<file path="src/design/pmcc_pkg.sv">
// Shared types and constants for the particle concentration correction block.
// Depends on nothing; imported by pm_concentration_correction.
package pmcc_pkg;

   // Which rule produces the result of a request
   typedef enum logic [1:0] {
      KIND_SMALL  = 2'd0,
      KIND_CURVE  = 2'd1,
      KIND_OFFSET = 2'd2
   } kind_type;

   // Curve select codes
   localparam logic CURVE_STD = 1'b0;
   localparam logic CURVE_ENV = 1'b1;

   // Fitted ranges and offsets above them
   localparam logic [15:0] STD_LIMIT  = 16'd896;
   localparam logic [15:0] STD_OFFSET = 16'd304;
   localparam logic [15:0] ENV_LIMIT  = 16'd583;
   localparam logic [15:0] ENV_OFFSET = 16'd618;
   localparam logic [15:0] MAX16      = 16'hFFFF;

   // Control that travels beside the arithmetic
   typedef struct packed {
      kind_type    kind;
      logic [16:0] direct;
      logic        force_sat;
   } ctrl_type;

endpackage

</file>
<file path="src/design/pm_concentration_correction.sv">
// Particle concentration correction: top level with the full pipeline.
// Depends on pmcc_pkg for codes, curve constants and the control struct.
//
// One request in, one response out, accepted in every cycle when the output
// side keeps up. A request passes 21 register stages: input capture, the two
// products B*x and K*x, the denominator A - B*x, an overflow check of the
// quotient, sixteen restoring-division stages (one quotient bit each), and
// the output register. Throughput is one per cycle while the output drains.
// The whole pipeline holds while a response waits and rsp_tready is low.
// Raw values 0 and 1 give 1; beyond the fitted range a fixed offset is added;
// results above 65535 are clamped to 65535 with the saturated flag set.
module pm_concentration_correction
   import pmcc_pkg::*;
#(
   parameter int FRAC_BITS = 24
) (
   input  logic        clock,
   input  logic        reset,
   input  logic        req_tvalid,
   output logic        req_tready,
   input  logic [15:0] req_tdata,   // [15:0] raw_value
   input  logic        req_tuser,   // [0] curve_select
   output logic        rsp_tvalid,
   input  logic        rsp_tready,
   output logic [15:0] rsp_tdata,   // [15:0] corrected_value
   output logic        rsp_tuser    // [0] saturated
);

   // Widths of the fixed-point values
   localparam int AW = FRAC_BITS + 1;   // A and K, both below 2.0
   localparam int BW = FRAC_BITS - 9;   // B, below 2^-10
   localparam int PW = BW + 16;         // B*x
   localparam int NW = FRAC_BITS + 17;  // K*x, also holds den << 16
   localparam int QB = 16;              // quotient bits

   // Rounded fixed-point constants
   localparam logic [AW-1:0] K_FX =
      AW'(((64'd108 << FRAC_BITS) + 64'd50) / 64'd100);
   localparam logic [AW-1:0] A_STD_FX =
      AW'(((64'd1585325 << FRAC_BITS) + 64'd500000) / 64'd1000000);
   localparam logic [BW-1:0] B_STD_FX =
      BW'(((64'd9357 << FRAC_BITS) + 64'd5000000) / 64'd10000000);
   localparam logic [AW-1:0] A_ENV_FX =
      AW'(((64'd1061263 << FRAC_BITS) + 64'd500000) / 64'd1000000);
   localparam logic [BW-1:0] B_ENV_FX =
      BW'(((64'd9423 << FRAC_BITS) + 64'd5000000) / 64'd10000000);

   logic advance;

   // Stage 1: capture
   logic        s1_vld_ff;
   logic [15:0] s1_x_ff;
   logic        s1_sel_ff;

   // Stage 2: products
   logic          s2_vld_ff;
   ctrl_type      s2_ctrl_ff, s2_ctrl_in;
   logic [PW-1:0] s2_bx_ff;
   logic [NW-1:0] s2_num_ff;
   logic [AW-1:0] s2_a_ff;
   logic [BW-1:0] s2_b_sel;

   // Stage 3: denominator
   logic          s3_vld_ff;
   ctrl_type      s3_ctrl_ff, s3_ctrl_in;
   logic [AW-1:0] s3_den_ff;
   logic [NW-1:0] s3_num_ff;

   // Division stages: index 0 is the overflow check result
   ctrl_type      dv_ctrl_in;
   logic          dv_vld_ff  [0:QB];
   ctrl_type      dv_ctrl_ff [0:QB];
   logic [AW-1:0] dv_den_ff  [0:QB];
   logic [NW-1:0] dv_rem_ff  [0:QB];
   logic [QB-1:0] dv_q_ff    [0:QB];

   // Output register
   logic        out_vld_ff;
   logic [15:0] out_val_ff, out_val_in;
   logic        out_sat_ff, out_sat_in;

   // Move everything one stage when the output can drain
   assign advance    = !out_vld_ff || rsp_tready;
   assign req_tready = advance;

   // Stage 1: register the request
   always_ff @(posedge clock) begin
      if (reset) begin
         s1_vld_ff <= 1'b0;
      end else if (advance) begin
         s1_vld_ff <= req_tvalid;
      end
      if (advance) begin
         s1_x_ff   <= req_tdata;
         s1_sel_ff <= req_tuser;
      end
   end

   // Stage 2: classify, form the direct result and the two products
   always_comb begin
      s2_ctrl_in.force_sat = 1'b0;
      if (s1_sel_ff == CURVE_STD) begin
         s2_b_sel          = B_STD_FX;
         s2_ctrl_in.direct = {1'b0, s1_x_ff} + {1'b0, STD_OFFSET};
      end else begin
         s2_b_sel          = B_ENV_FX;
         s2_ctrl_in.direct = {1'b0, s1_x_ff} + {1'b0, ENV_OFFSET};
      end
      if (s1_x_ff <= 16'd1) begin
         s2_ctrl_in.kind = KIND_SMALL;
      end else if ((s1_sel_ff == CURVE_STD && s1_x_ff <= STD_LIMIT) ||
                   (s1_sel_ff == CURVE_ENV && s1_x_ff <= ENV_LIMIT)) begin
         s2_ctrl_in.kind = KIND_CURVE;
      end else begin
         s2_ctrl_in.kind = KIND_OFFSET;
      end
   end

   always_ff @(posedge clock) begin
      if (reset) begin
         s2_vld_ff <= 1'b0;
      end else if (advance) begin
         s2_vld_ff <= s1_vld_ff;
      end
      if (advance) begin
         s2_ctrl_ff <= s2_ctrl_in;
         s2_bx_ff   <= PW'(s2_b_sel) * PW'(s1_x_ff);
         s2_num_ff  <= NW'(K_FX) * NW'(s1_x_ff);
         s2_a_ff    <= (s1_sel_ff == CURVE_STD) ? A_STD_FX : A_ENV_FX;
      end
   end

   // Stage 3: denominator, flag a nonpositive one
   always_comb begin
      s3_ctrl_in = s2_ctrl_ff;
      if (PW'(s2_a_ff) <= s2_bx_ff) begin
         s3_ctrl_in.force_sat = 1'b1;
      end
   end

   always_ff @(posedge clock) begin
      if (reset) begin
         s3_vld_ff <= 1'b0;
      end else if (advance) begin
         s3_vld_ff <= s2_vld_ff;
      end
      if (advance) begin
         s3_ctrl_ff <= s3_ctrl_in;
         s3_den_ff  <= s2_a_ff - AW'(s2_bx_ff);
         s3_num_ff  <= s2_num_ff;
      end
   end

   // Stage 4: saturate when the quotient cannot fit in 16 bits
   always_comb begin
      dv_ctrl_in = s3_ctrl_ff;
      if (s3_num_ff >= {s3_den_ff, {QB{1'b0}}}) begin
         dv_ctrl_in.force_sat = 1'b1;
      end
   end

   always_ff @(posedge clock) begin
      if (reset) begin
         dv_vld_ff[0] <= 1'b0;
      end else if (advance) begin
         dv_vld_ff[0] <= s3_vld_ff;
      end
      if (advance) begin
         dv_ctrl_ff[0] <= dv_ctrl_in;
         dv_den_ff[0]  <= s3_den_ff;
         dv_rem_ff[0]  <= s3_num_ff;
         dv_q_ff[0]    <= '0;
      end
   end

   // Restoring division, one quotient bit per stage from the top
   for (genvar s = 0; s < QB; s++) begin : g_div
      localparam int BIT = QB - 1 - s;
      logic [NW-1:0] trial;
      logic          take;

      always_comb begin
         trial = NW'(dv_den_ff[s]) << BIT;
         take  = dv_rem_ff[s] >= trial;
      end

      always_ff @(posedge clock) begin
         if (reset) begin
            dv_vld_ff[s+1] <= 1'b0;
         end else if (advance) begin
            dv_vld_ff[s+1] <= dv_vld_ff[s];
         end
         if (advance) begin
            dv_ctrl_ff[s+1] <= dv_ctrl_ff[s];
            dv_den_ff[s+1]  <= dv_den_ff[s];
            dv_rem_ff[s+1]  <= take ? dv_rem_ff[s] - trial : dv_rem_ff[s];
            dv_q_ff[s+1]    <= dv_q_ff[s] | (QB'(take) << BIT);
         end
      end
   end

   // Pick the result and clamp it
   always_comb begin
      out_val_in = 16'd1;
      out_sat_in = 1'b0;
      case (dv_ctrl_ff[QB].kind)
         KIND_SMALL: begin
            out_val_in = 16'd1;
         end
         KIND_CURVE: begin
            if (dv_ctrl_ff[QB].force_sat) begin
               out_val_in = MAX16;
               out_sat_in = 1'b1;
            end else begin
               out_val_in = dv_q_ff[QB];
            end
         end
         KIND_OFFSET: begin
            if (dv_ctrl_ff[QB].direct[16]) begin
               out_val_in = MAX16;
               out_sat_in = 1'b1;
            end else begin
               out_val_in = dv_ctrl_ff[QB].direct[15:0];
            end
         end
         default: begin
            out_val_in = 16'd1;
         end
      endcase
   end

   // Output register
   always_ff @(posedge clock) begin
      if (reset) begin
         out_vld_ff <= 1'b0;
      end else if (advance) begin
         out_vld_ff <= dv_vld_ff[QB];
      end
      if (advance) begin
         out_val_ff <= out_val_in;
         out_sat_ff <= out_sat_in;
      end
   end

   assign rsp_tvalid = out_vld_ff;
   assign rsp_tdata  = out_val_ff;
   assign rsp_tuser  = out_sat_ff;

`ifndef SYNTHESIS
   // A clamped response carries the full-scale value
   assert property (@(posedge clock) disable iff (reset)
      rsp_tvalid && rsp_tuser |-> rsp_tdata == MAX16)
      else $error("saturated response without full-scale value");

   // No rule yields zero
   assert property (@(posedge clock) disable iff (reset)
      rsp_tvalid |-> rsp_tdata != 16'd0)
      else $error("zero corrected value");

   // Input side opens exactly when the output can drain
   assert property (@(posedge clock) disable iff (reset)
      req_tready == (!rsp_tvalid || rsp_tready))
      else $error("request ready out of step with response side");

   // A held pipeline keeps its response
   assert property (@(posedge clock) disable iff (reset)
      rsp_tvalid && !rsp_tready |=> rsp_tvalid && $stable(rsp_tdata))
      else $error("stalled response changed");
`endif

endmodule
</file>
<file path="config.mk">
export PLATFORM = sky130hd
export DESIGN_NAME = pm_concentration_correction
export DESIGN_NICKNAME = d
export VERILOG_FILES = /design/src/design/pmcc_pkg.sv /design/src/design/pm_concentration_correction.sv
export SDC_FILE = /design/constraint.sdc
export NUM_CORES = 2
export LEC_CHECK = 0
export ABC_AREA = 1
export CAP_MARGIN = 15
export CORE_ASPECT_RATIO = 0.6
export CORE_MARGIN = 2
export CORE_UTILIZATION = 40
export DETAILED_ROUTE_END_ITERATION = 12
export DONT_BUFFER_PORTS = 1
export SETUP_SLACK_MARGIN = 0.1
export SLEW_MARGIN = 10
export SYNTH_ARGS = -nofsm -noshare
export SYNTH_HDL_FRONTEND = slang
export SYNTH_SLANG_ARGS = --single-unit
</file>
<file path="constraint.sdc">
create_clock -name clock -period 41.6 [get_ports clock]
set_input_delay 2.08 -clock clock [delete_from_list [all_inputs] [get_ports clock]]
set_output_delay 2.08 -clock clock [all_outputs]
set_load 0.05 [all_outputs]
</file>
==> impl_metrics.yaml <==
outcome:
  run_status: "completed"
cells_and_area:
  final_nets: 13400
  syn_to_final_growth_pct: 8.87
  layout.area.seq_mm2: 0.0525
  layout_cell_share_with_drive_strength_beyond_1_pct: 3.92
  multi_input_area_mm2: 0.0464
  final_cell_mix: "nand2_1 (3792), inv_1 (2209), edfxtp_1 (1744)"
  mostFrequentLayoutCell: "nand2_1"
  fillers: 26300
  layoutNonFillerInstCount: 16100
clock_tree:
  cts_max_path_buffers: 4
  cts-root-buf: "clkbuf_16"
  clock_sinks: 1748
  cts_tree: "done"
  post-cts-setup-buffer-count: 0
  numCtsBuffers: 176
  post_cts_hold_buffer_count: 0
  worstSkewPairLatency_ns: 0.85
  cts.htree.levels: 4
  clkTransAtPathRegs_ns: 0.06
  post_cts_resize_count: 0
synthesis:
  postSynthRegisterBits: 1748
  async_set_or_reset_flop_fraction_in_the_synthesized_netlist_pct: 0
  synth-seq-area-share_pct: 48.5
  syn-num-nets: 13200
  post_synth_num_cell_types: 59
  dominant_synthesized_flop_cell: "edfxtp_1"
  postSynthCellCount: 12300
  post_synth_instance_area_mm2: 0.108
  synth_edf_count: 1744
  synth.yosys.warnings: 0
  postSynthAreaPerCell_um2: 8.82
setup_path:
  critPathArrivalTime_ns: 8.10
  timing.critical_path.depth: 9
  worst_ep_required_time_ns: 41.99
  crit_path_frequent_cell: "buf_4"
  worst_setup_path_start_kind: "input pin"
  critPathKind: "input pin to flip-flop"
  setup.worst_path.end_class: "flip-flop"
  cp_slowest_cell: "buf_4"
  cells_along_the_critical_path: "nor2_1 > clkinvlp_4 > buf_12 > buf_4 > buf_4 > buf_4 > buf_4 > buf_4 > buf_4"
  cp.buffers_inverters: 8
  register_to_register_path_depth: 10
  cp_slowest_stage_delay_ns: 0.86
  critical-path-top-delay-family: "buffers and inverters"
  crit_fanout: 183
global_routing:
  track_usage_pct: 24.0
  pin_count_of_the_biggest_net_entering_global_routing: 184
  global_route_wire_length_before_repair_um: 490000
  globalRouteOverflowTotal: 0
  first_global_vias: 74000
  initial_antenna_violation_count: 20
sta:
  finalSetupViolCount: 0
  setup_tns_ns: 0
  final-max-slew-violation-count: 0
  max_clock_freq_mhz: 130
  period_needed_ns: 7.71
  worst_clock_skew_ns: 0.0925
  min_period_over_period_pct: 18.5
  tightestPinTransition_ns: 1.11
  rsz_0062_raised_after_global_routing: "no"
  hold_viol: 0
  slew_headroom_pct: 25.8
routing:
  route.detailed.wl_per_inst_um: 20.8
  ant_nets: 0
  wirelength_um: 335000
  via_per_instance_ratio: 5.18
  routed-via-count: 83400
  drt_pre_antenna_iters: 9
  number_of_design_rule_violations_left_by_the_first_detailed_router_iteration: 11700
  detail_route.drc_violations: 0
die:
  num_rows: 147
  initial_core_utilization_pct: 40.3
  die_y_um: 407
  core_mm2: 0.268
  boundaryPins: 40
  die_width_um: 675
  design.die.area_mm2: 0.275
job:
  max-cap-violations: 0
place:
  hpwl_um: 273000
  placedCellCount: 15800
  gp_congestion: 1.02
  port-buffer-count: 0
min_path:
  worst_hold_path_type: "flip-flop to flip-flop"
  worstHoldPathCells: 0
## metrics by stage
stage / instance area, µm² / worst slack [ns] / hold WS (ns) / utilization, %
3_3_place_gp: 112000 / 33.06 / 0.400 / 41.8
3_5_place_dp: 112000 / 32.98 / 0.405 / 41.8
4_1_cts: 118000 / 33.86 / 0.375 / 43.9
5_1_grt: 118000 / 33.30 / 0.385 / 43.9
6_report: 118000 / 33.89 / 0.366 / 43.9
2_1_floorplan: 108000 / 11.95 / 0.400 / -
## synth_stat cells, drive strengths merged, types with 8 or more instances
cell type / number / area [µm²]
ha: 735 / 9200
or2: 9 / 56.3
inv: 2228 / 8380
nand2: 3824 / 14500
a21oi: 556 / 2860
nor4: 44 / 275
o21bai: 36 / 270
nor3: 158 / 816
o21ai: 400 / 2250
nor2: 943 / 3640
clkbuf: 11 / 41.3
o21a: 14 / 105
nand3: 593 / 3040
fa: 223 / 4460
and3: 8 / 50.1
buf: 86 / 808
xnor2: 94 / 823
a31oi: 18 / 113
nand4: 207 / 1290
nand3b: 38 / 289
a21o: 20 / 150
xor2: 221 / 1940
edfxtp: 1744 / 52400
## registers in the layout, summed over array words and instances, names as in the netlist, 17 cells and up
register and flops:
s2_bx_ff 31, dv_vld_ff 17, dv_rem_ff 640, s2_num_ff 40
dv_ctrl_ff 340, dv_den_ff 400, s2_ctrl_ff 19, dv_q_ff 136
s3_den_ff 25, s3_num_ff 40, dv_ctrl_in 19
## kinds of logic after synthesis
| family | count (synthesis) | synth area share, % |
|---|---|---|
| xor gates and xnor gates | 315 | 2.55 |
| buffers and inverters | 2327 | 8.54 |
| AOI/OAI and AO/OA | 1074 | 5.52 |
| DFF | 1748 | 48.5 |
| and+or+nand+nor | 5837 | 22.2 |
| other | 1 | 0.00347 |
| adders and majority gates | 958 | 12.6 |
## final cells by class
| type | instances | share of cell area [%] |
|---|---|---|
| Clock inverter | 89 | 0.810 |
| Sequential cell | 1748 | 44.6 |
| Timing Repair Buffer | 47 | 0.310 |
| Antenna cell | 3 | 0.00638 |
| Clock buffer | 216 | 3.92 |
| Tap cell | 3576 | 3.80 |
| Multi-Input combinational cell | 8185 | 39.5 |
| Inverter | 2230 | 7.13 |
## final timing paths
check | start | slack (ns) | end
worst min-delay path | dv_ctrl_ff[2][56] | 0.37 | dv_ctrl_ff[2][76]
worst max register to register | rsp_tvalid | 34.56 | dv_rem_ff[0][220]
worst max-delay path | rsp_tready | 33.89 | dv_rem_ff[0][220]
worst min register to register | dv_ctrl_ff[2][56] | 0.37 | dv_ctrl_ff[2][76]
## metal layers
| layer | vias up | GRT usage (%) | part of all wire [%] |
|---|---|---|---|
| met3 | 251 | 9.99 | 15 |
| met2 | 4013 | 26.8 | 33 |
| met4 | 8 | 2.68 | 1.0 |
| li1 | 40000 | - | - |
| met1 | 39100 | 40.9 | 51 |
| met5 | - | 0.530 | 0.072 |
Power is left out: the tool's default activity adds up to more than one toggle a clock period on the data nets, which glitch-free logic cannot reach.
